$ cat config.mk
export PLATFORM = sky130hd
export DESIGN_NAME = h264_fu_a_fragmenter_core
export DESIGN_NICKNAME = d
export VERILOG_FILES = /design/src/design/h264fu_pkg.sv /design/src/design/h264fu_front.sv /design/src/design/h264fu_queue.sv /design/src/design/h264fu_back.sv /design/src/design/h264_fu_a_fragmenter_core.sv
export SDC_FILE = /design/constraint.sdc
export NUM_CORES = 1
export LEC_CHECK = 0
export BUFFER_PORTS_ARGS = -buffer_cell sky130_fd_sc_hd__buf_2
export CAP_MARGIN = 5
export CORE_MARGIN = 2
export CORE_UTILIZATION = 50
export CTS_BUF_LIST = sky130_fd_sc_hd__clkbuf_8
export DETAILED_ROUTE_END_ITERATION = 12
export PLACE_DENSITY = 0.71
export SLEW_MARGIN = 20
export SYNTH_ARGS = -nofsm -noshare
export SYNTH_HDL_FRONTEND = slang
export SYNTH_SLANG_ARGS = --single-unit
$ cat constraint.sdc
create_clock -name clk -period 4.4 [get_ports clk]
set_clock_uncertainty 0.2 [all_clocks]
set_input_delay 0.88 -clock clk [delete_from_list [all_inputs] [get_ports clk]]
set_output_delay 0.88 -clock clk [all_outputs]
set_load 0.01 [all_outputs]
$ cat src/design/h264fu_pkg.sv
// ---------------------------------------------------------------------------
// H.264 FU-A fragmenter package
// Shared types and constants for the front classifier, command queue and
// beat expander.
// ---------------------------------------------------------------------------
package h264fu_pkg;

    localparam int unsigned BYTE_W = 8;
    localparam int unsigned SIZE_W = 24;
    localparam int unsigned FMAX_W = 12;

    localparam logic [FMAX_W-1:0] FMAX_FLOOR = 12'd16;
    localparam logic [FMAX_W-1:0] FMAX_RESET = 12'd1400;

    localparam logic [4:0] FU_A_TYPE = 5'd28;
    localparam logic [7:0] FU_S_BIT  = 8'h80;
    localparam logic [7:0] FU_E_BIT  = 8'h40;

    // One queued command: either a single byte, or an FU indicator,
    // FU header and data byte triple.
    typedef struct packed {
        logic              fu;
        logic              beg;
        logic              pend;
        logic              nend;
        logic [BYTE_W-1:0] data;
        logic [BYTE_W-1:0] ind;
        logic [BYTE_W-1:0] hdr;
    } fu_cmd_t;

endpackage

$ cat src/design/h264fu_front.sv
// ---------------------------------------------------------------------------
// H.264 FU-A fragmenter front end
// Accepts NAL bytes, tracks unit and fragment state, and turns each byte
// into a command for the queue (or nothing).
// ---------------------------------------------------------------------------
module h264fu_front (
    input  logic                          clk,
    input  logic                          rst_n,
    input  logic [h264fu_pkg::FMAX_W-1:0] fmax_cfg,
    input  logic                          in_valid,
    output logic                          in_stall,
    input  logic [h264fu_pkg::BYTE_W-1:0] data_byte,
    input  logic                          first_of_nal,
    input  logic [h264fu_pkg::SIZE_W-1:0] nal_size,
    input  logic                          q_full,
    output logic                          push,
    output h264fu_pkg::fu_cmd_t           cmd
);
    import h264fu_pkg::*;

    logic [BYTE_W-1:0] held_reg,  held_next;
    logic [SIZE_W-1:0] rem_reg,   rem_next;
    logic [FMAX_W-1:0] fill_reg,  fill_next;
    logic              frag_reg,  frag_next;
    logic              ffrag_reg, ffrag_next;

    logic              accept;
    logic              emit;
    logic [FMAX_W-1:0] fmax;
    logic [SIZE_W-1:0] fmax_ext;
    logic [SIZE_W-1:0] rem_dec;
    logic [FMAX_W-1:0] fill_inc;
    logic              frag_end;

    assign in_stall = q_full;
    assign accept   = in_valid && !q_full;
    assign fmax     = (fmax_cfg < FMAX_FLOOR) ? FMAX_FLOOR : fmax_cfg;
    assign fmax_ext = {{(SIZE_W-FMAX_W){1'b0}}, fmax};
    assign rem_dec  = rem_reg - 1'b1;
    assign fill_inc = fill_reg + 1'b1;
    assign frag_end = (fill_inc >= fmax) || (rem_dec == '0)
                      || (ffrag_reg && (rem_dec == {{(SIZE_W-1){1'b0}}, 1'b1}));

    always_comb
    begin
        held_next  = held_reg;
        rem_next   = rem_reg;
        fill_next  = fill_reg;
        frag_next  = frag_reg;
        ffrag_next = ffrag_reg;
        emit       = 1'b0;
        cmd        = '0;
        cmd.data   = data_byte;
        cmd.ind    = {held_reg[7:5], FU_A_TYPE};
        cmd.hdr    = {3'b000, held_reg[4:0]};
        if (first_of_nal)
        begin
            held_next  = data_byte;
            fill_next  = '0;
            ffrag_next = 1'b1;
            rem_next   = (nal_size == '0) ? '0 : nal_size - 1'b1;
            if (nal_size <= fmax_ext)
            begin
                frag_next = 1'b0;
                emit      = 1'b1;
                cmd.beg   = 1'b1;
                cmd.pend  = (nal_size <= {{(SIZE_W-1){1'b0}}, 1'b1});
                cmd.nend  = cmd.pend;
            end
            else
            begin
                frag_next = 1'b1;
            end
        end
        else if (rem_reg == '0)
        begin
            emit = 1'b0;
        end
        else if (!frag_reg)
        begin
            rem_next = rem_dec;
            emit     = 1'b1;
            cmd.pend = (rem_dec == '0);
            cmd.nend = (rem_dec == '0);
        end
        else
        begin
            emit     = 1'b1;
            rem_next = rem_dec;
            cmd.fu   = (fill_reg == '0);
            cmd.beg  = cmd.fu;
            if (ffrag_reg)
                cmd.hdr = cmd.hdr | FU_S_BIT;
            else if (rem_reg <= fmax_ext)
                cmd.hdr = cmd.hdr | FU_E_BIT;
            cmd.pend = frag_end;
            cmd.nend = (rem_dec == '0);
            if (frag_end)
            begin
                fill_next  = '0;
                ffrag_next = 1'b0;
            end
            else
            begin
                fill_next = fill_inc;
            end
            if (rem_dec == '0)
                frag_next = 1'b0;
        end
    end

    assign push = accept && emit;

    always_ff @(posedge clk or negedge rst_n)
    begin
        if (!rst_n)
        begin
            held_reg  <= '0;
            rem_reg   <= '0;
            fill_reg  <= '0;
            frag_reg  <= 1'b0;
            ffrag_reg <= 1'b1;
        end
        else if (accept)
        begin
            held_reg  <= held_next;
            rem_reg   <= rem_next;
            fill_reg  <= fill_next;
            frag_reg  <= frag_next;
            ffrag_reg <= ffrag_next;
        end
    end

endmodule

$ cat src/design/h264fu_queue.sv
// ---------------------------------------------------------------------------
// H.264 FU-A fragmenter command queue
// Small register FIFO that decouples the front end from the beat expander.
// ---------------------------------------------------------------------------
module h264fu_queue #(
    parameter int unsigned DEPTH = 4
) (
    input  logic                clk,
    input  logic                rst_n,
    input  logic                push,
    input  h264fu_pkg::fu_cmd_t push_cmd,
    input  logic                pop,
    output h264fu_pkg::fu_cmd_t head_cmd,
    output logic                full,
    output logic                empty
);
    import h264fu_pkg::*;

    localparam int unsigned PW = (DEPTH > 1) ? $clog2(DEPTH) : 1;
    localparam int unsigned CW = $clog2(DEPTH + 1);

    fu_cmd_t         mem [DEPTH];
    logic [PW-1:0]   wr_ptr_reg, wr_ptr_next;
    logic [PW-1:0]   rd_ptr_reg, rd_ptr_next;
    logic [CW-1:0]   count_reg,  count_next;
    logic            do_push;
    logic            do_pop;

    assign full     = (count_reg == CW'(DEPTH));
    assign empty    = (count_reg == '0);
    assign do_push  = push && !full;
    assign do_pop   = pop && !empty;
    assign head_cmd = mem[rd_ptr_reg];

    always_comb
    begin
        wr_ptr_next = wr_ptr_reg;
        rd_ptr_next = rd_ptr_reg;
        count_next  = count_reg;
        if (do_push)
            wr_ptr_next = (wr_ptr_reg == PW'(DEPTH - 1)) ? '0 : wr_ptr_reg + 1'b1;
        if (do_pop)
            rd_ptr_next = (rd_ptr_reg == PW'(DEPTH - 1)) ? '0 : rd_ptr_reg + 1'b1;
        if (do_push && !do_pop)
            count_next = count_reg + 1'b1;
        else if (do_pop && !do_push)
            count_next = count_reg - 1'b1;
    end

    always_ff @(posedge clk)
    begin
        if (do_push)
            mem[wr_ptr_reg] <= push_cmd;
    end

    always_ff @(posedge clk or negedge rst_n)
    begin
        if (!rst_n)
        begin
            wr_ptr_reg <= '0;
            rd_ptr_reg <= '0;
            count_reg  <= '0;
        end
        else
        begin
            wr_ptr_reg <= wr_ptr_next;
            rd_ptr_reg <= rd_ptr_next;
            count_reg  <= count_next;
        end
    end

endmodule

$ cat src/design/h264fu_back.sv
// ---------------------------------------------------------------------------
// H.264 FU-A fragmenter beat expander
// Expands queued commands into one or three output beats through a
// registered output stage.
// ---------------------------------------------------------------------------
module h264fu_back (
    input  logic                          clk,
    input  logic                          rst_n,
    input  h264fu_pkg::fu_cmd_t           head_cmd,
    input  logic                          empty,
    output logic                          pop,
    output logic                          out_valid,
    input  logic                          out_stall,
    output logic [h264fu_pkg::BYTE_W-1:0] out_byte,
    output logic                          packet_begin,
    output logic                          packet_end,
    output logic                          nal_end,
    output logic                          run_last
);
    import h264fu_pkg::*;

    typedef enum logic [1:0] {
        PH_IND,
        PH_HDR,
        PH_DATA
    } phase_t;

    phase_t            phase_reg;
    logic              valid_reg;
    logic [BYTE_W-1:0] byte_reg;
    logic              beg_reg;
    logic              pend_reg;
    logic              nend_reg;
    logic              last_reg;
    logic              advance;
    logic              load;

    assign advance = !valid_reg || !out_stall;
    assign load    = advance && !empty;
    assign pop     = load && (!head_cmd.fu || (phase_reg == PH_DATA));

    always_ff @(posedge clk or negedge rst_n)
    begin
        if (!rst_n)
        begin
            phase_reg <= PH_IND;
            valid_reg <= 1'b0;
            byte_reg  <= '0;
            beg_reg   <= 1'b0;
            pend_reg  <= 1'b0;
            nend_reg  <= 1'b0;
            last_reg  <= 1'b0;
        end
        else if (advance)
        begin
            valid_reg <= !empty;
            if (!empty)
            begin
                if (!head_cmd.fu)
                begin
                    byte_reg  <= head_cmd.data;
                    beg_reg   <= head_cmd.beg;
                    pend_reg  <= head_cmd.pend;
                    nend_reg  <= head_cmd.nend;
                    last_reg  <= 1'b1;
                    phase_reg <= PH_IND;
                end
                else
                begin
                    unique case (phase_reg)
                        PH_IND:
                        begin
                            byte_reg  <= head_cmd.ind;
                            beg_reg   <= 1'b1;
                            pend_reg  <= 1'b0;
                            nend_reg  <= 1'b0;
                            last_reg  <= 1'b0;
                            phase_reg <= PH_HDR;
                        end
                        PH_HDR:
                        begin
                            byte_reg  <= head_cmd.hdr;
                            beg_reg   <= 1'b0;
                            pend_reg  <= 1'b0;
                            nend_reg  <= 1'b0;
                            last_reg  <= 1'b0;
                            phase_reg <= PH_DATA;
                        end
                        default:
                        begin
                            byte_reg  <= head_cmd.data;
                            beg_reg   <= 1'b0;
                            pend_reg  <= head_cmd.pend;
                            nend_reg  <= head_cmd.nend;
                            last_reg  <= 1'b1;
                            phase_reg <= PH_IND;
                        end
                    endcase
                end
            end
        end
    end

    assign out_valid    = valid_reg;
    assign out_byte     = byte_reg;
    assign packet_begin = beg_reg;
    assign packet_end   = pend_reg;
    assign nal_end      = nend_reg;
    assign run_last     = last_reg;

endmodule

$ cat src/design/h264_fu_a_fragmenter_core.sv
// ---------------------------------------------------------------------------
// H.264 FU-A fragmenter core
// Turns NAL unit bytes into RTP payload bytes, splitting large units into
// FU-A fragments with FU indicator and FU header bytes.
// ---------------------------------------------------------------------------
// Usage:
//   Input channel (in_valid / in_stall): one NAL byte per beat, header byte
//   first with first_of_nal set and nal_size valid on that beat.
//   Output channel (out_valid / out_stall): one RTP payload byte per beat,
//   with packet_begin / packet_end framing, nal_end on the unit's last byte
//   and run_last on the last beat caused by an input byte.
//   Config: cfg_we writes cfg_wdata into fragment_payload_max (values below
//   16 act as 16). Write only while the block is idle.
// Path: an accepted input byte is written into the command queue and then
//   loaded into the output register; a fragment start leaves as FU
//   indicator, FU header and data byte, in that order.
// Throughput: one output beat per cycle while out_stall is low. Input bytes
//   go through at one per cycle while the queue has room, except that the
//   first byte of each fragment expands into three beats; the command queue
//   (QUEUE_DEPTH entries) absorbs that; in_stall rises only while it is full.
// Reset: fragment_payload_max returns to 1400, the queue empties and no
//   unit is open. A stalled receiver holds the output register; the queue
//   then fills and stalls the input side.
// ---------------------------------------------------------------------------
module h264_fu_a_fragmenter_core #(
    parameter int unsigned QUEUE_DEPTH = 4
) (
    input  logic                          clk,
    input  logic                          rst_n,
    input  logic                          cfg_we,
    input  logic [h264fu_pkg::FMAX_W-1:0] cfg_wdata,
    input  logic                          in_valid,
    output logic                          in_stall,
    input  logic [h264fu_pkg::BYTE_W-1:0] data_byte,
    input  logic                          first_of_nal,
    input  logic [h264fu_pkg::SIZE_W-1:0] nal_size,
    output logic                          out_valid,
    input  logic                          out_stall,
    output logic [h264fu_pkg::BYTE_W-1:0] out_byte,
    output logic                          packet_begin,
    output logic                          packet_end,
    output logic                          nal_end,
    output logic                          run_last
);
    import h264fu_pkg::*;

    logic [FMAX_W-1:0] fmax_reg;
    logic              push;
    logic              pop;
    logic              q_full;
    logic              q_empty;
    fu_cmd_t           push_cmd;
    fu_cmd_t           head_cmd;

    // Fragment size register; hold between writes.
    always_ff @(posedge clk or negedge rst_n)
    begin
        if (!rst_n)
            fmax_reg <= FMAX_RESET;
        else if (cfg_we)
            fmax_reg <= cfg_wdata;
    end

    // Classify each byte and track unit / fragment state.
    h264fu_front u_front (
        .clk          (clk),
        .rst_n        (rst_n),
        .fmax_cfg     (fmax_reg),
        .in_valid     (in_valid),
        .in_stall     (in_stall),
        .data_byte    (data_byte),
        .first_of_nal (first_of_nal),
        .nal_size     (nal_size),
        .q_full       (q_full),
        .push         (push),
        .cmd          (push_cmd)
    );

    // Decouple the two sides so each can stall on its own.
    h264fu_queue #(
        .DEPTH (QUEUE_DEPTH)
    ) u_queue (
        .clk      (clk),
        .rst_n    (rst_n),
        .push     (push),
        .push_cmd (push_cmd),
        .pop      (pop),
        .head_cmd (head_cmd),
        .full     (q_full),
        .empty    (q_empty)
    );

    // Expand commands into output beats.
    h264fu_back u_back (
        .clk          (clk),
        .rst_n        (rst_n),
        .head_cmd     (head_cmd),
        .empty        (q_empty),
        .pop          (pop),
        .out_valid    (out_valid),
        .out_stall    (out_stall),
        .out_byte     (out_byte),
        .packet_begin (packet_begin),
        .packet_end   (packet_end),
        .nal_end      (nal_end),
        .run_last     (run_last)
    );

    // The last byte of a unit always closes its packet.
    a_nal_end_closes_packet: assert property (
        @(posedge clk) disable iff (!rst_n)
        (out_valid && nal_end) |-> packet_end
    ) else $error("nal_end without packet_end");

    // A packet start that is not the run's last beat is an FU indicator.
    a_fu_indicator_type: assert property (
        @(posedge clk) disable iff (!rst_n)
        (out_valid && packet_begin && !run_last) |-> (out_byte[4:0] == FU_A_TYPE)
    ) else $error("FU indicator has wrong type");

    // An accepted FU indicator is followed at once by its FU header.
    a_fu_header_follows: assert property (
        @(posedge clk) disable iff (!rst_n)
        (out_valid && !out_stall && packet_begin && !run_last)
            |=> (out_valid && !packet_begin && !run_last)
    ) else $error("FU header did not follow indicator");

endmodule

Word-level counts from Yosys, hierarchy flattened. Memory sizes are Yosys's and may differ from the RTL's. Index checks and enable logic that the tools add are counted.

Bits in registers: 80. Memory bits (writable): 92. Output and inout bits: 14. Logic and storage cells: 121. Memories: 1.

Memory list: u_queue.mem (words 4, width 23, rd ports 1, clocked after Yosys merged registers in 0, wr ports 1, line h264fu_queue.sv:22) `fu_cmd_t mem [DEPTH];`.

Add/sub/neg operators: 7. Order comparisons: 5. Equal/unequal tests: 7. Multiplexer cells: 49. Bitwise gates (word level): 1. Reductions and logical operators: 35.

Operators by type and width (count): $logic_not 24->1 (3); $mux 24 (3); $mux 12 (5); $le 24x12->1 (2); $sub 24x1->24 const B (2); $mux 8 (5); $eq 24x1->1 const B (1); $le 24x1->1 const B (1); $mux 1 (23); $pmux 8 s2 (1); $add 12x1->12 const B (1); $ge 12x12->1 (1); $logic_not 12->1 (1); $lt 12x5->1 const B (1); $mux 3 (4); $mux 2 (5); $logic_and 1x1->1 (9); $logic_not 1->1 (7); $mux 7 (1); $eq 2x2->1 const B (3); $reduce_and 2->1 (3); $reduce_bool 2->1 (3); $add 2x1->2 const B (2); $logic_or 1x1->1 (4); other kinds (13) (13).

Depth between registers and ports, before layout. Gate-level depths: netlist of run 1.

Depth in word-level cells: 11. Depth in mapped cells: 19. Depth with buffers taken out: 19.

Cells and area by module. A second synthesis of run 1 with hierarchy kept.

Cells, all modules: 881. Area total of the unflattened synthesis: 10397.5 µm².

By module, submodules not included: h264fu_front (instances 1, cells an instance 587, area an instance 4616.9 µm², sequential area each 1152.4 µm²); h264fu_queue (instances 1, cells an instance 183, area an instance 4469.3 µm², sequential area each 3538.4 µm²); h264fu_back (instances 1, cells an instance 86, area an instance 819.5 µm², sequential area each 375.4 µm²); h264_fu_a_fragmenter_core (instances 1, cells an instance 25, area an instance 491.7 µm², sequential area each 307.8 µm²).

Worst setup path after synthesis of run 1. OpenSTA, ideal clock, no wires.

Path kind: input port to flip-flop. From: in nal_size[18] (netlist bit). To: reg u_queue.count_reg[2]. Setup time: 0.079 ns. Arrival time: 3.336 ns. Required time: 4.121 ns. Path slack: 0.785 ns. Stages on the path: 11. Cell sequence: or3_1 > or4_1 > nor3_1 > a32oi_1 > inv_1 > ha_1 > inv_1 > fa_1 > xor2_1 > nor2_1 > xor2_1.

Cells in the longest elaborated chain, start to end: 8. Elaborated cells on any way between the ends: 10.

RTL lines: start, declared (line h264_fu_a_fragmenter_core.sv:36) `input logic [h264fu_pkg::SIZE_W-1:0] nal_size,`; $le 24x12->1 (*) (line h264fu_front.sv:62) `if (nal_size <= fmax_ext)`; $mux 1 (*) (line h264fu_front.sv:62); $mux 1 (*) (line h264fu_front.sv:56) `if (first_of_nal)`; $logic_and 1x1->1 (*) (line h264fu_front.sv:112) `assign push = accept && emit;`; $logic_and 1x1->1 (*) (line h264fu_queue.sv:31) `assign do_push = push && !full;`; named net u_queue.do_push (line h264fu_queue.sv:26) `logic do_push;`; $logic_not 1->1 (line h264fu_queue.sv:46) `else if (do_pop && !do_push)`; $logic_and 1x1->1 (line h264fu_queue.sv:46); $reduce_bool 2->1 (no line); end signal, assigned (line h264fu_queue.sv:68) `count_reg <= count_next;`; end, declared (line h264fu_queue.sv:25) `logic [CW-1:0] count_reg, count_next;`.

Mark *: on every way through the listed nets, which the timed path passes. The rest lies on a longest branch. A chain may end at the register's enable or synchronous reset.

Worst setup path after layout of run 1.
From: reg fmax_reg[11]. To: reg u_queue.count_reg[2].

Cells in the longest elaborated chain, start to end: 10. Elaborated cells on any way between the ends: 12.

RTL lines: start, declared (line h264_fu_a_fragmenter_core.sv:47) `logic [FMAX_W-1:0] fmax_reg;`; start signal, assigned (line h264_fu_a_fragmenter_core.sv:61) `fmax_reg <= cfg_wdata;`; $lt 12x5->1 (line h264fu_front.sv:37) `assign fmax = (fmax_cfg < FMAX_FLOOR) ? FMAX_FLOOR : fmax_cfg;`; $mux 12 (*) (line h264fu_front.sv:37); $le 24x12->1 (*) (line h264fu_front.sv:62); $mux 1 (*) (line h264fu_front.sv:62); $mux 1 (*) (line h264fu_front.sv:56); $logic_and 1x1->1 (*) (line h264fu_front.sv:112); $logic_and 1x1->1 (*) (line h264fu_queue.sv:31); named net u_queue.do_push (line h264fu_queue.sv:26); $logic_not 1->1 (line h264fu_queue.sv:46); $logic_and 1x1->1 (line h264fu_queue.sv:46); $reduce_bool 2->1 (no line).

Marked as above.

==> results of run 1 <==
worst paths after layout:
path	from	end	slack [ns]	cells after the start
hold reg to reg	u_back.out_byte[3]$_DFFE_PN0P_	u_back.out_byte[3]$_DFFE_PN0P_	0.28	2
hold / removal	rst_n	u_back.out_byte[6]$_DFFE_PN0P_	0.21	1
setup / recovery	fmax_reg[11]$_DFFE_PN0P_	u_queue.count_reg[2]$_DFFE_PN0P_	0.30	19
max in group asynchronous	rst_n	fmax_reg[5]$_DFFE_PN1P_	3.00	2
min in group clk	u_back.out_byte[3]$_DFFE_PN0P_	u_back.out_byte[3]$_DFFE_PN0P_	0.28	2
setup reg to reg	fmax_reg[11]$_DFFE_PN0P_	u_queue.count_reg[2]$_DFFE_PN0P_	0.30	19
routing by layer:
layer | global-route usage | wire length [um] | vias to the layer above
met1 | 0.289 | 9030 | 3109
met4 | 0.0542 | 308 | 0
met5 | 0 | 0 | -
met2 | 0.346 | 9390 | 191
li1 | - | - | 3110
met3 | 0.0419 | 917 | 27
power by group through the flow:
stage          registers (mW)  clock network, mW  logic (mW)
3_3_place_gp             2.39                  0        1.81
3_5_place_dp             2.40                  0        1.85
4_1_cts                  2.37               1.18        1.86
6_report                 2.37               1.16        1.85
2_1_floorplan            2.32                  0        1.38
5_1_grt                  2.43               1.25        2.07
cell usage after synthesis, types with 15 or more instances:
library cell and count:
nand3_1 15, xnor2_1 20, o21ai_0 47, nor3_1 20
nand2_1 94, clkbuf_1 21, nand4_1 15, nor2_1 45
edfxtp_1 88, xor2_1 15, inv_1 24, a21oi_1 40
nor4_1 15, ha_1 49, mux4_2 22, dfrtp_1 73
area by class of cell:
cell class                      instances  share of cell area
Clock buffer                           17              0.0231
Clock inverter                         15              0.0209
Inverter                               25             0.00927
Multi-Input combinational cell        560               0.406
Sequential cell                       168               0.460
Tap cell                              229              0.0283
Timing Repair Buffer                   90              0.0527
kinds of logic after synthesis:
logic type,count (synthesis),synth area share
AO/OA/AOI/OAI,169,0.125
XOR/XNOR,35,0.0341
adder cells (fa/ha/maj),50,0.0704
buffers and inverters,58,0.0267
multiplexers,37,0.0730
AND/OR/NAND/NOR,269,0.154
flip-flops,168,0.517
==> flow_summary.yaml, run 1 <==
yosys:
  synthFlopType: "edfxtp_1"
  synth.top_cell.area_share: 0.294
  synth_area_leader_cell: "edfxtp_1"
  ys_warn_count: 0
  synth_async_sr_flop_share: 0.476
  yosysSeqAreaShare: 0.517
  syn_area_um2: 9000
  ys_ff_latch: 168
  synth_nets: 886
  synthCells: 786
  avgSynthCellArea_um2: 11.4
  synth_edf_count: 88
  synthTopCellsByArea: "edfxtp_1, dfrtp_1, ha_1, mux4_2, nand2_1"
  synth.distinct_cells: 68
power_and_ir_drop:
  switching_share: 0.382
  switchingPower_mw: 2.06
  pwr-share-clk: 0.215
  power_mw: 5.38
  cellPowerDensity_nw_per_um2: 531
  p_int_mw: 3.32
  vdd_ir_drop_max_v: 0.000382
  seqPwrFrac: 0.441
  comb_power_share: 0.344
  p_leak_nw: 4.02
timing:
  rsz0062_at_grt: "no"
  setup_viol: 0
  worst_slack_ns: 0.301
  max_freq_mhz: 244
  holdWs_ns: 0.208
  hold_violations: 0
  finalCritPeriodShare: 0.932
  slew_headroom: 0.538
  min_period_ns: 4.10
  tightestPinTransition_ns: 0.693
  slew_violations: 0
  tns_ns: 0
clock_tree:
  tritoncts: "done"
  clk_latency_ns: 0.46
  cts-resized-gates: 0
  cts_setup_buffers: 0
  clk_path_buf_depth: 2
  cts_max_level: 4
  cts_hold_buf: 0
  cts-root-buf: "clkbuf_8"
  cts.sinks: 168
  cts_buffers: 17
  path_clk_slew_ns: 0.12
route:
  vias: 6437
  drc: 0
  wl_per_cell_um: 17.8
  detail_route.first_pass.iterations: 5
  postRouteAntennaNets: 0
  drt_iter0_markers: 519
  routed_via_density: 5.83
  totalWireLength_um: 19600
grt:
  overflow: 0
  track_usage: 0.210
  first_global_vias: 6276
  antenna_found_initial: 0
  grt_max_degree: 42
  grt_pass1_wl_um: 32300
setup_path:
  slowest_stage: "fa_1"
  critical_path_arrival_ns: 4.28
  critPathBufInv: 3
  crit_family: "compound AO/OA/AOI/OAI gates"
  end_kind: "flop"
  path_max_fanout: 6
  startpoint_type: "flop"
  crit_path_max_incr_delay_ns: 0.38
  worstPathCellList: "inv_1 > nand4_1 > nor4_2 > nand2b_1 > nand2_1 > ha_1 > nor2b_1 > o21a_1 > o21ai_0 > a21oi_1 > o21ai_1 > a32oi_1 > inv_1 > ha_1 > inv_1 > fa_1 > xor2_1 > nor2_1 > xor2_1"
  crit_type: "reg2reg"
  crit_top_cell: "inv_1"
  required_ns: 4.58
cells_and_area:
  final_nets: 962
  nFillCells: 1478
  largest_reg_flops: 88
  mostFrequentLayoutCell: "nand2_1"
  final_cell_mix: "nand2_1, edfxtp_1, dfrtp_1"
  regArea_um2: 4650
  utilization: 0.569
  drive_gt1_frac: 0.205
  antenna_cells: 0
  final_cells: 1104
  fin_area_um2: 10100
  syn2layout_area_growth_pct: 12.5
  multiInputGateArea_um2: 4110
placed_design:
  placed_area_um2: 9670
  placed_cells: 1072
  place_hpwl_um: 13600
  portBuffers: 63
  gp_congestion: 0.876
  post-place-ws_ns: 0.234
floorplan:
  fp.coreArea_um2: 17800
  die_h_um: 138
  pin_count: 64
  dieArea_um2: 19100
  num_rows: 49
  die_x_um: 138
  start_util: 0.506
run_status:
  status: "finished clean"
job:
  cap_viol_max_count: 0
min_path:
  hold_path_class: "in2async"
No activity file was read; power rests on OpenSTA's default activity.
==> inputs of run 2 (changes only) <==
- BUFFER_PORTS_ARGS: -buffer_cell sky130_fd_sc_hd__buf_2 -> -buffer_cell sky130_fd_sc_hd__clkbuf_2
- CAP_MARGIN: 5 -> 20
==> flow_summary.yaml, run 2 (same netlist as run 1, synthesis figures left out) <==
power_and_ir_drop:
  p_leak_nw: 4.02
  pwr-share-clk: 0.202
  switching_share: 0.379
  cellPowerDensity_nw_per_um2: 527
  power_mw: 5.30
  switchingPower_mw: 2.01
  vdd_ir_drop_max_v: 0.000392
  p_int_mw: 3.29
  comb_power_share: 0.346
  seqPwrFrac: 0.451
route:
  vias: 6438
  postRouteAntennaNets: 0
  wl_per_cell_um: 17.8
  drt_iter0_markers: 450
  routed_via_density: 5.83
  detail_route.first_pass.iterations: 7
  drc: 0
  totalWireLength_um: 19700
floorplan:
  dieArea_um2: 19100
  die_x_um: 138
  pin_count: 64
  die_h_um: 138
  start_util: 0.506
  fp.coreArea_um2: 17800
  num_rows: 49
setup_path:
  startpoint_type: "flop"
  crit_type: "reg2reg"
  critical_path_arrival_ns: 4.26
  path_max_fanout: 6
  end_kind: "flop"
  required_ns: 4.60
cells_and_area:
  final_cells: 1104
  drive_gt1_frac: 0.203
  nFillCells: 1521
  largest_reg_flops: 88
  final_nets: 962
  mostFrequentLayoutCell: "nand2_1"
  syn2layout_area_growth_pct: 11.8
  antenna_cells: 0
  final_cell_mix: "nand2_1, edfxtp_1, dfrtp_1"
placed_design:
  gp_congestion: 0.851
  place_hpwl_um: 13900
  portBuffers: 63
  placed_cells: 1072
run_status:
  status: "finished clean"
timing:
  rsz0062_at_grt: "no"
  hold_violations: 0
  slew_violations: 0
  tightestPinTransition_ns: 0.809
  max_freq_mhz: 246
  tns_ns: 0
  setup_viol: 0
  min_period_ns: 4.06
  finalCritPeriodShare: 0.922
  slew_headroom: 0.461
grt:
  overflow: 0
  grt_pass1_wl_um: 32100
  track_usage: 0.211
  first_global_vias: 6173
  antenna_found_initial: 0
  grt_max_degree: 57
clock_tree:
  cts-root-buf: "clkbuf_8"
  cts_max_level: 4
  cts_setup_buffers: 0
  cts_buffers: 17
  path_clk_slew_ns: 0.11
  cts_hold_buf: 0
  clk_path_buf_depth: 2
  cts.sinks: 168
  clk_latency_ns: 0.48
  tritoncts: "done"
job:
  cap_viol_max_count: 0
min_path:
  hold_path_class: "in2async"
==> run 2: cell types whose count changed in the layout (fill, tap and decap cells not counted) <==
cell	previous run	this run
inv_12	2	0
inv_8	2	4
buf_2	62	0
inv_1	24	25
buf_4	27	28
clkbuf_2	0	62
inv_6	2	5
clkinv_8	8	3
clkinv_2	0	1
buf_12	1	0
==> run 2: final cells by class <==
| class | instances | area [um^2] | area share |
|---|---|---|---|
| clock buffers | 17 | 234 | 0.0233 |
| clock inverters | 15 | 155 | 0.0154 |
| inverters | 25 | 93.8 | 0.00933 |
| multi-input cells | 560 | 4110 | 0.409 |
| flip-flops and latches | 168 | 4650 | 0.463 |
| well taps | 229 | 287 | 0.0285 |
| repair buffers | 90 | 520 | 0.0518 |
==> run 2: stage by stage <==
| step | worst slack, ns | util | instance area (um^2) | hold WS [ns] |
|---|---|---|---|---|
| detailed placement | 0.231 | 0.543 | 9660 | 0.270 |
| floorplan | 0.785 | - | 9000 | 0.256 |
| global route | 0.0426 | 0.566 | 10100 | 0.313 |
| CTS | 0.202 | 0.565 | 10000 | 0.292 |
| finish | 0.343 | 0.566 | 10100 | 0.284 |
| global placement | 0.394 | 0.543 | 9660 | 0.261 |
==> run 2: worst paths after layout <==
check                                                from  slack (ns)                               end  cells past startpoint
setup / recovery                 fmax_reg[11]$_DFFE_PN0P_        0.34  u_queue.count_reg[2]$_DFFE_PN0P_                     19
hold reg to reg            u_back.out_byte[3]$_DFFE_PN0P_        0.28    u_back.out_byte[3]$_DFFE_PN0P_                      2
hold / removal                                      rst_n        0.28    u_back.out_byte[7]$_DFFE_PN0P_                      1
setup reg to reg                 fmax_reg[11]$_DFFE_PN0P_        0.34  u_queue.count_reg[2]$_DFFE_PN0P_                     19
min in group clk           u_back.out_byte[3]$_DFFE_PN0P_        0.28    u_back.out_byte[3]$_DFFE_PN0P_                      2
max in group asynchronous                           rst_n        2.80     u_front.ffrag_reg$_DFFE_PN1P_                      2
==> run 2: layer usage <==
metal	part of all wire	track usage
met5	0	0
met4	0.015	0.0602
met3	0.044	0.0398
met1	0.46	0.289
met2	0.48	0.349
==> run 2: power groups by stage <==
stage	Clock, mW	Sequential [mW]	Combinational, mW
final	1.07	2.39	1.84
after global placement	0	2.41	1.80
after global routing	1.17	2.45	2.06
after detailed placement	0	2.42	1.85
after floorplan	0	2.32	1.38
after CTS	1.10	2.39	1.85
==> run 2: worst max-delay path, stage by stage (launching register included) <==
cell and delay (ns):
dfrtp_1 0.38, inv_1 0.15, nand4_1 0.16, nor4_2 0.22, nand2b_1 0.14, nand2_1 0.16
ha_1 0.26, nor2b_1 0.13, o21a_1 0.16, o21ai_0 0.14, a21oi_1 0.09, o21ai_1 0.27
a32oi_1 0.26, inv_1 0.20, ha_1 0.20, inv_1 0.06, fa_1 0.37, xor2_1 0.16
nor2_1 0.12, xor2_1 0.16
==> run 2: timing repair <==
| action | 4_1_cts | 5_1_grt |
|---|---|---|
| hold endpoints to repair | 0 | 0 |
| setup endpoints to repair | 0 | 2 |
| gates resized for setup | 0 | 2 |
